<file path="src/hw/rtl/prl_pkg.sv">
`default_nettype none
// ----------------------------------------------------------------------------
// prl_pkg : shared types and constants
// Opcodes, status codes, word field widths and the record payload type for
// the positional record list.
// ----------------------------------------------------------------------------
package prl_pkg;

    localparam int OPCODE_W = 2;
    localparam int POS_W    = 8;
    localparam int KEY_W    = 64;
    localparam int NAME_W   = 64;
    localparam int ROLE_W   = 8;
    localparam int STATUS_W = 3;
    localparam int COUNT_W  = 9;

    typedef enum logic [OPCODE_W-1:0] {
        OP_INSERT = 2'd0,
        OP_DELETE = 2'd1,
        OP_FIND   = 2'd2,
        OP_NONE   = 2'd3
    } t_opcode;

    typedef enum logic [STATUS_W-1:0] {
        ST_OK       = 3'd0,
        ST_FULL     = 3'd1,
        ST_EMPTY    = 3'd2,
        ST_BADPOS   = 3'd3,
        ST_NOTFOUND = 3'd4
    } t_status;

    typedef enum logic {
        S_IDLE    = 1'b0,
        S_RESOLVE = 1'b1
    } t_state;

    // name and role of one record; the identifier travels separately
    typedef struct packed {
        logic [NAME_W-1:0] name;
        logic [ROLE_W-1:0] role;
    } t_payload;

    // per-cell control for one cycle
    typedef struct packed {
        logic take_prev;   // shift up: copy neighbour below
        logic take_next;   // shift down: copy neighbour above
        logic load;        // write the incoming record
        logic seek;        // capture compare result
        logic live;        // cell holds a record
    } t_cell_ctl;

endpackage : prl_pkg
`default_nettype wire

</file>
<file path="src/hw/rtl/prl_if.sv">
`default_nettype none
// ----------------------------------------------------------------------------
// prl_cmd_if / prl_rsp_if : command and response channels
// Valid/ready channels carrying one command word and one response word.
// ----------------------------------------------------------------------------
interface prl_cmd_if;
    import prl_pkg::*;

    logic                valid;
    logic                ready;
    logic [OPCODE_W-1:0] opcode;
    logic [POS_W-1:0]    position;
    logic [KEY_W-1:0]    entry_key;
    logic [NAME_W-1:0]   entry_name;
    logic [ROLE_W-1:0]   entry_role;

    modport source (
        output valid, opcode, position, entry_key, entry_name, entry_role,
        input  ready
    );
    modport sink (
        input  valid, opcode, position, entry_key, entry_name, entry_role,
        output ready
    );
endinterface : prl_cmd_if

interface prl_rsp_if;
    import prl_pkg::*;

    logic                valid;
    logic                ready;
    logic [STATUS_W-1:0] status;
    logic [POS_W-1:0]    found_position;
    logic [COUNT_W-1:0]  entry_count;

    modport source (
        output valid, status, found_position, entry_count,
        input  ready
    );
    modport sink (
        input  valid, status, found_position, entry_count,
        output ready
    );
endinterface : prl_rsp_if
`default_nettype wire

</file>
<file path="src/hw/rtl/prl_cell.sv">
`default_nettype none
// ----------------------------------------------------------------------------
// prl_cell : one slot of the record chain
// Holds one record, shifts from either neighbour or loads a new record, and
// registers an identifier match for find.
// ----------------------------------------------------------------------------
module prl_cell #(
    parameter int IDW = 64
) (
    input  wire logic               i_clk,
    input  wire prl_pkg::t_cell_ctl i_ctl,
    input  wire logic [IDW-1:0]     i_new_id,
    input  wire prl_pkg::t_payload  i_new_pay,
    input  wire logic [IDW-1:0]     i_prev_id,
    input  wire prl_pkg::t_payload  i_prev_pay,
    input  wire logic [IDW-1:0]     i_next_id,
    input  wire prl_pkg::t_payload  i_next_pay,
    input  wire logic [IDW-1:0]     i_key,
    output logic [IDW-1:0]          o_id,
    output prl_pkg::t_payload       o_pay,
    output logic                    o_hit
);
    import prl_pkg::*;

    logic [IDW-1:0] r_id;
    t_payload       r_pay;
    logic           r_hit;

    always_ff @(posedge i_clk) begin
        priority if (i_ctl.load) begin
            r_id  <= i_new_id;
            r_pay <= i_new_pay;
        end else if (i_ctl.take_prev) begin
            r_id  <= i_prev_id;
            r_pay <= i_prev_pay;
        end else if (i_ctl.take_next) begin
            r_id  <= i_next_id;
            r_pay <= i_next_pay;
        end else begin
            r_id  <= r_id;
            r_pay <= r_pay;
        end
        if (i_ctl.seek) begin
            r_hit <= i_ctl.live && (r_id == i_key);
        end
    end

    assign o_id  = r_id;
    assign o_pay = r_pay;
    assign o_hit = r_hit;

endmodule : prl_cell
`default_nettype wire

</file>
<file path="src/hw/rtl/positional_record_list_top.sv">
`default_nettype none
// ----------------------------------------------------------------------------
// positional_record_list_top : ordered record list on a shifting cell chain
// Insert/delete at a position and find-by-identifier over up to DEPTH records.
// ----------------------------------------------------------------------------
//  channel | dir | handshake       | word
//  --------+-----+-----------------+---------------------------------------------
//  i_cmd   | in  | valid / ready   | opcode, position, entry_key, name, role
//  o_rsp   | out | valid / ready   | status, found_position, entry_count
//
//  Each command word passes the S_IDLE and S_RESOLVE states in turn: the
//  accept edge updates the chain and the count, and S_RESOLVE resolves find
//  from the registered match bits through a priority encoder and loads the
//  response register. A new word is taken while the previous response waits,
//  as long as that response is taken in the same cycle or has already gone.
//  Reset (synchronous, active low) empties the list at once; record contents
//  need no clearing as only positions below the count are ever read.
// ----------------------------------------------------------------------------
module positional_record_list_top #(
    parameter int DEPTH    = 16,
    parameter int ID_CHARS = 8
) (
    input  wire logic i_clk,
    input  wire logic i_rst_n,
    prl_cmd_if.sink   i_cmd,
    prl_rsp_if.source o_rsp
);
    import prl_pkg::*;

    localparam int IDW = 8 * ID_CHARS;          // stored identifier width
    localparam int IW  = $clog2(DEPTH);         // cell index width
    localparam int CW  = $clog2(DEPTH + 1);     // count width

    // control
    t_state          r_state, n_state;
    logic [CW-1:0]   r_count, n_count;
    t_status         r_status, n_status;        // status of the last word
    logic            r_seek;                    // last word was a find
    logic            w_accept;
    logic            w_op_ok;                   // insert / delete goes ahead
    t_opcode         w_op;
    logic [COUNT_W-1:0] w_pos_x;                // position widened for compare
    logic [COUNT_W-1:0] w_cnt_x;

    // response register
    logic            r_rsp_valid, n_rsp_valid;
    t_status         r_rsp_status, n_rsp_status;
    logic [POS_W-1:0] r_rsp_fp, n_rsp_fp;
    logic [COUNT_W-1:0] r_rsp_count, n_rsp_count;

    // chain
    t_cell_ctl       w_ctl [DEPTH];
    logic [IDW-1:0]  w_id  [DEPTH];
    t_payload        w_pay [DEPTH];
    logic [DEPTH-1:0] w_hit;
    logic [IDW-1:0]  w_key;
    t_payload        w_new_pay;
    logic            w_any_hit;
    logic [IW-1:0]   w_first;

    assign w_op      = t_opcode'(i_cmd.opcode);
    assign w_pos_x   = COUNT_W'(i_cmd.position);
    assign w_cnt_x   = COUNT_W'(r_count);
    assign w_key     = i_cmd.entry_key[IDW-1:0];
    assign w_new_pay = '{name: i_cmd.entry_name, role: i_cmd.entry_role};

    // ---- command decode: status and count against the current list ----
    always_comb begin
        n_status = ST_OK;
        w_op_ok  = 1'b0;
        n_count  = r_count;
        unique case (w_op)
            OP_INSERT: begin
                priority if (r_count == CW'(DEPTH)) n_status = ST_FULL;
                else if (w_pos_x > w_cnt_x)        n_status = ST_BADPOS;
                else begin
                    w_op_ok = 1'b1;
                    n_count = r_count + 1'b1;
                end
            end
            OP_DELETE: begin
                priority if (r_count == '0)         n_status = ST_EMPTY;
                else if (w_pos_x >= w_cnt_x)       n_status = ST_BADPOS;
                else begin
                    w_op_ok = 1'b1;
                    n_count = r_count - 1'b1;
                end
            end
            OP_FIND: begin
                // match result settles in the resolve cycle
                if (r_count == '0) n_status = ST_EMPTY;
            end
            OP_NONE: begin
                n_status = ST_OK;
            end
            default: begin
                n_status = ST_OK;
            end
        endcase
    end

    // ---- per-cell control: each cell compares its own place with position ----
    for (genvar gi = 0; gi < DEPTH; gi++) begin : g_ctl
        localparam logic [COUNT_W-1:0] IDX = COUNT_W'(gi);
        always_comb begin
            w_ctl[gi].load      = w_accept && w_op_ok && (w_op == OP_INSERT)
                                  && (IDX == w_pos_x);
            w_ctl[gi].take_prev = w_accept && w_op_ok && (w_op == OP_INSERT)
                                  && (IDX > w_pos_x);
            w_ctl[gi].take_next = w_accept && w_op_ok && (w_op == OP_DELETE)
                                  && (IDX >= w_pos_x) && (gi < DEPTH - 1);
            w_ctl[gi].seek      = w_accept && (w_op == OP_FIND);
            w_ctl[gi].live      = IDX < w_cnt_x;
        end
    end

    // ---- the chain; end cells see themselves as the missing neighbour ----
    for (genvar gc = 0; gc < DEPTH; gc++) begin : g_cell
        localparam int PREV = (gc == 0) ? 0 : gc - 1;
        localparam int NEXT = (gc == DEPTH - 1) ? gc : gc + 1;
        prl_cell #(
            .IDW (IDW)
        ) u_cell (
            .i_clk      (i_clk),
            .i_ctl      (w_ctl[gc]),
            .i_new_id   (w_key),
            .i_new_pay  (w_new_pay),
            .i_prev_id  (w_id[PREV]),
            .i_prev_pay (w_pay[PREV]),
            .i_next_id  (w_id[NEXT]),
            .i_next_pay (w_pay[NEXT]),
            .i_key      (w_key),
            .o_id       (w_id[gc]),
            .o_pay      (w_pay[gc]),
            .o_hit      (w_hit[gc])
        );
    end

    // ---- lowest matching position from the registered hit bits ----
    always_comb begin
        w_first = '0;
        for (int k = DEPTH - 1; k >= 0; k--) begin
            if (w_hit[k]) w_first = IW'(k);
        end
    end
    assign w_any_hit = |w_hit;

    // ---- sequencer ----
    always_comb begin
        n_state      = r_state;
        w_accept     = 1'b0;
        i_cmd.ready  = 1'b0;
        n_rsp_valid  = r_rsp_valid && !o_rsp.ready;
        n_rsp_status = r_rsp_status;
        n_rsp_fp     = r_rsp_fp;
        n_rsp_count  = r_rsp_count;
        unique case (r_state)
            S_IDLE: begin
                i_cmd.ready = !r_rsp_valid || o_rsp.ready;
                w_accept    = i_cmd.valid && i_cmd.ready;
                if (w_accept) n_state = S_RESOLVE;
            end
            S_RESOLVE: begin
                // the response register is free here: accept needed it so
                n_rsp_valid  = 1'b1;
                n_rsp_count  = COUNT_W'(r_count);
                n_rsp_fp     = '0;
                n_rsp_status = r_status;
                if (r_seek && r_status == ST_OK) begin
                    if (w_any_hit) begin
                        n_rsp_fp = POS_W'(w_first);
                    end else begin
                        n_rsp_status = ST_NOTFOUND;
                    end
                end
                n_state = S_IDLE;
            end
            default: begin
                n_state = S_IDLE;
            end
        endcase
    end

    always_ff @(posedge i_clk) begin
        if (!i_rst_n) begin
            r_state     <= S_IDLE;
            r_count     <= '0;
            r_rsp_valid <= 1'b0;
        end else begin
            r_state     <= n_state;
            r_count     <= w_accept ? n_count : r_count;
            r_rsp_valid <= n_rsp_valid;
        end
    end

    always_ff @(posedge i_clk) begin
        if (w_accept) begin
            r_status <= n_status;
            r_seek   <= (w_op == OP_FIND);
        end
        r_rsp_status <= n_rsp_status;
        r_rsp_fp     <= n_rsp_fp;
        r_rsp_count  <= n_rsp_count;
    end

    assign o_rsp.valid          = r_rsp_valid;
    assign o_rsp.status         = r_rsp_status;
    assign o_rsp.found_position = r_rsp_fp;
    assign o_rsp.entry_count    = r_rsp_count;

    // ---- checks ----
    a_count_bound: assert property (@(posedge i_clk) disable iff (!i_rst_n)
        r_count <= CW'(DEPTH))
        else $error("record count above depth");

    a_rsp_from_resolve: assert property (@(posedge i_clk) disable iff (!i_rst_n)
        $rose(r_rsp_valid) |-> $past(r_state == S_RESOLVE))
        else $error("response appeared without a resolve cycle");

    a_resolve_once: assert property (@(posedge i_clk) disable iff (!i_rst_n)
        (r_state == S_RESOLVE) |=> (r_state == S_IDLE) && r_rsp_valid)
        else $error("resolve did not load the response");

    a_insert_grows: assert property (@(posedge i_clk) disable iff (!i_rst_n)
        (w_accept && w_op_ok && w_op == OP_INSERT) |=> r_count == $past(r_count) + 1'b1)
        else $error("insert did not grow the list");

    a_find_keeps: assert property (@(posedge i_clk) disable iff (!i_rst_n)
        (w_accept && w_op == OP_FIND) |=> $stable(r_count))
        else $error("find changed the count");

endmodule : positional_record_list_top
`default_nettype wire
</file>
<file path="src/flat_wrapper.sv">
// flat-port wrapper written by rule: the top's interface ports become plain ports
module positional_record_list_top_flat import prl_pkg::*;
#(
    parameter int DEPTH    = 16,
    parameter int ID_CHARS = 8
)
  (i_clk, i_rst_n, i_cmd_valid, i_cmd_opcode, i_cmd_position, i_cmd_entry_key, i_cmd_entry_name, i_cmd_entry_role, i_cmd_ready, o_rsp_valid, o_rsp_status, o_rsp_found_position, o_rsp_entry_count, o_rsp_ready);
  prl_cmd_if i_cmd_i ();
  prl_rsp_if o_rsp_i ();
  input  wire logic i_clk;
  input  wire logic i_rst_n;
  input wire logic [$bits(i_cmd_i.valid)-1:0] i_cmd_valid;
  input wire logic [$bits(i_cmd_i.opcode)-1:0] i_cmd_opcode;
  input wire logic [$bits(i_cmd_i.position)-1:0] i_cmd_position;
  input wire logic [$bits(i_cmd_i.entry_key)-1:0] i_cmd_entry_key;
  input wire logic [$bits(i_cmd_i.entry_name)-1:0] i_cmd_entry_name;
  input wire logic [$bits(i_cmd_i.entry_role)-1:0] i_cmd_entry_role;
  output wire logic [$bits(i_cmd_i.ready)-1:0] i_cmd_ready;
  output wire logic [$bits(o_rsp_i.valid)-1:0] o_rsp_valid;
  output wire logic [$bits(o_rsp_i.status)-1:0] o_rsp_status;
  output wire logic [$bits(o_rsp_i.found_position)-1:0] o_rsp_found_position;
  output wire logic [$bits(o_rsp_i.entry_count)-1:0] o_rsp_entry_count;
  input wire logic [$bits(o_rsp_i.ready)-1:0] o_rsp_ready;
  assign i_cmd_i.valid = i_cmd_valid;
  assign i_cmd_i.opcode = i_cmd_opcode;
  assign i_cmd_i.position = i_cmd_position;
  assign i_cmd_i.entry_key = i_cmd_entry_key;
  assign i_cmd_i.entry_name = i_cmd_entry_name;
  assign i_cmd_i.entry_role = i_cmd_entry_role;
  assign i_cmd_ready = i_cmd_i.ready;
  assign o_rsp_valid = o_rsp_i.valid;
  assign o_rsp_status = o_rsp_i.status;
  assign o_rsp_found_position = o_rsp_i.found_position;
  assign o_rsp_entry_count = o_rsp_i.entry_count;
  assign o_rsp_i.ready = o_rsp_ready;
  positional_record_list_top #(.DEPTH(DEPTH), .ID_CHARS(ID_CHARS)) u_core (.i_clk(i_clk), .i_rst_n(i_rst_n), .i_cmd(i_cmd_i), .o_rsp(o_rsp_i));
endmodule
</file>
<file path="config.mk">
export PLATFORM = sky130hd
export DESIGN_NAME = positional_record_list_top_flat
export DESIGN_NICKNAME = d
export VERILOG_FILES = /design/src/hw/rtl/prl_pkg.sv /design/src/hw/rtl/prl_if.sv /design/src/hw/rtl/prl_cell.sv /design/src/hw/rtl/positional_record_list_top.sv /design/src/flat_wrapper.sv
export SDC_FILE = /design/constraint.sdc
export NUM_CORES = 2
export LEC_CHECK = 0
export BUFFER_PORTS_ARGS = -buffer_cell sky130_fd_sc_hd__buf_2
export CORE_MARGIN = 2
export CORE_UTILIZATION = 40
export CTS_CLUSTER_SIZE = 14
export DETAILED_ROUTE_END_ITERATION = 10
export PLACE_DENSITY = 0.62
export SETUP_SLACK_MARGIN = 0.5
export SLEW_MARGIN = 10
export SYNTH_ARGS = -nofsm -noshare
export SYNTH_HDL_FRONTEND = slang
export SYNTH_SLANG_ARGS = --single-unit
</file>
<file path="constraint.sdc">
create_clock -name i_clk -period 13.4 [get_ports i_clk]
set_input_delay 0.67 -clock i_clk [delete_from_list [all_inputs] [get_ports i_clk]]
set_output_delay 0.67 -clock i_clk [all_outputs]
set_load 0.01 [all_outputs]
</file>
==> key figures <==
Timing
  • Final setup violation count: 0
  • Final Skew: 0.0372 ns
  • Max transition margin: 15.8%
  • Final Hold Fails: 0
  • Minimum clock period: 5.29 ns
  • Final max-slew violation count: 0
  • Tcrit/Tclk final: 39.5%
  • Tightest Pin Transition: 1.25 ns
  • Highest clock rate: 189 MHz
  • RSZ-0062 raised after global routing: no
  • Setup TNS Final: 0 ns

Yosys
  • Yosys Warn Count: 0
  • Post-synthesis instance total: 5,985
  • Yosys reg bits: 1,062
  • Synth cell types: 76
  • Syn Std Cell Area: 64,300 sq um
  • Sequential element share of the synthesized area: 49.5%
  • Post-synth EDFFs: 1,055
  • Ys async rst share: 0%
  • Syn Area/Cell: 10.7 sq um
  • Synth Flop Type: edfxtp_1

Power and ir drop
  • Total power: 7.38 mW
  • Leak pwr: 25.8 nW
  • Maximum vdd drop: 0.108 mV
  • Power Density: 105 nW/um^2

Critical path
  • CP Data Arrival Time: 5.67 ns
  • Crit-path max FO: 64
  • Worst Setup End Kind: register
  • CP startpoint kind: register
  • Crit path max-delay cell type: dfxtp_1
  • Cell family with most CP delay: buffers and inverters
  • CP required: 13.78 ns
  • WS Path Type: reg2reg
  • Crit path cell chain: inv_1 -> ha_1 -> nand3_1 -> o21ai_0 -> a2111oi_2 -> nand3_1 -> buf_4 -> o311ai_2 -> buf_4
  • Crit-path max cell delay: 0.88 ns
  • Buf/Inv on CP: 3

Route
  • WL/cell: 33.0 um
  • DRT iter0 DRCs: 9,000
  • Vias per inst: 6.41
  • Wirelength, routed: 265,000 um
  • Via count: 51,401
  • 1st-pass router iterations: 8
  • DRC: 0
  • Post-route ant nets: 0

Cells and area
  • Commonest non-fill, non-tap cell in the layout: edfxtp_1
  • Fin area: 70,100 sq um
  • Area growth, synth to finish: 8.96%
  • Post-layout nets: 5,921
  • Layout Cells excl Fill: 8,025
  • Share of cells above drive strength 1: 9.61%
  • Most frequent cells in the layout: edfxtp_1 (1,055), nor2_1 (564), mux2i_1 (552)

GRT
  • Gr usage total: 31.2%
  • Initial antenna violation count: 27
  • Largest net degree at the start of global routing: 129
  • Vias in the first global route: 47,703
  • First-pass GRT wire length: 368,000 um
  • Overflow left after global routing: 0

Floorplanning
  • Die Y: 405 um
  • Initial Util: 40.2%
  • DIE AREA: 164,000 sq um
  • Die Wd: 405 um
  • Row count: 147
  • Core ar.: 160,000 sq um
  • I/O pin count: 172

CTS
  • Clock tree root driver cell: clkbuf_16
  • TritonCTS clock tree: done
  • H-tree depth: 3
  • Clk slew on worst S/H paths: 0.06 ns
  • Latest clock arrival within the worst-skew pair: 0.77 ns
  • Cts repair resizes: 0
  • Setup Buffers After CTS: 0
  • CTS Buf Count: 114
  • # hold bufs at CTS: 0
  • Max Root-Sink Buffers: 3
  • Clock sinks: 1,062

Run
  • Max_cap viols: 0

Worst hold path
  • Type of the worst min-delay path: in2reg

Outcome
  • Status: finished, final reports clean

Placed design
  • GPL Wtd Cong: 1.15
  • DP HPWL: 189,000 um
  • IO buf count: 91
  • Placed cell count: 7,807
  • Area after DPL: 66,400 sq um
-- through the flow --
stage	util (%)	hold slack (ns)	worst slack, ns
after floorplan	-	0.403	2.93
after global placement	41.5	0.433	8.29
after detailed placement	41.5	0.438	8.31
after CTS	43.7	0.207	8.26
after global routing	43.7	0.269	8.10
final	43.8	0.232	8.11
-- cells in the mapped netlist (all sizes together) (64+ instances only) --
cell / n / area, sq um
mux2: 102 / 1150
buf: 270 / 1350
a21oi: 552 / 2760
clkbuf: 315 / 1180
o2bb2ai: 72 / 631
inv: 69 / 259
nor4: 148 / 975
mux2i: 552 / 5530
edfxtp: 1055 / 31700
a221o: 64 / 641
nand4: 165 / 1030
nand2: 254 / 953
a22oi: 198 / 1490
and2: 69 / 432
o21ai: 230 / 1170
xor2: 413 / 3620
nor2: 573 / 2160
xnor2: 545 / 4770
-- where the power goes --
group	internal, mW	total [mW]	leakage (nW)	switching [mW]
combinational	0.144	0.542	14.5	0.398
clock	1.77	3.23	1.79	1.45
sequential	3.60	3.60	9.53	0.00339
total	5.52	7.38	25.8	1.86
-- worst min-delay path, cell delays in order --
cell and delay (ns):
buf_2 0.15, nand2_1 0.07, o21ai_0 0.06
-- sequential cells by signal (all words and copies together) (netlist names) --
name and cells:
u_core.g_cell.u_cell.o_hit 16, u_core.r_state 1, u_core.o_rsp.found_position 4, u_core.g_cell.u_cell.o_id 1024
u_core.o_rsp.entry_count 5, u_core.o_rsp.status 3, u_core.r_status 2, u_core.r_count 5
u_core.o_rsp.valid 1, u_core.r_seek 1
-- layout make-up --
cell class	count	area, sq um
diodes	5	12.5
clock buffers	145	3080
clock inverters	68	554
fillers	15060	90100
inverters	70	263
multi-input cells	4275	30100
flip-flops and latches	1062	31800
well taps	2160	2700
repair buffers	240	1590
-- logic make-up after synthesis --
kind of cell	share of synthesized area, %
AOI/OAI and AO/OA	13.0
xor gates and xnor gates	13.0
adders and majority gates	0.156
buffers and inverters	4.35
DFF	49.5
muxes	10.4
other	0.00583
and+or+nand+nor	9.62
-- metal layers --
metal / part of all wire [%] / wire (um) / vias to the layer above / global-route usage (%)
met5: 0.24 / 644 / - / 1.43
met4: 3.4 / 8940 / 40 / 9.04
met3: 15 / 39000 / 521 / 12.6
met2: 44 / 115000 / 3575 / 47.2
met1: 38 / 101000 / 25766 / 41.0
li1: - / - / 21499 / -
-- path summary, 6_finish.rpt --
check | slack, ns | cells past startpoint | end | start
worst min-delay path | 0.23 | 3 | u_core.r_count[1] | i_rst_n
worst min register to register | 0.45 | 0 | u_core.o_rsp.status[0] | u_core.r_status[0]
worst max-delay path | 8.11 | 9 | u_core.g_cell[2].u_cell.o_id[44] | u_core.r_count[3]
worst max register to register | 8.11 | 9 | u_core.g_cell[2].u_cell.o_id[44] | u_core.r_count[3]
Power figures use the tool's default switching activity.
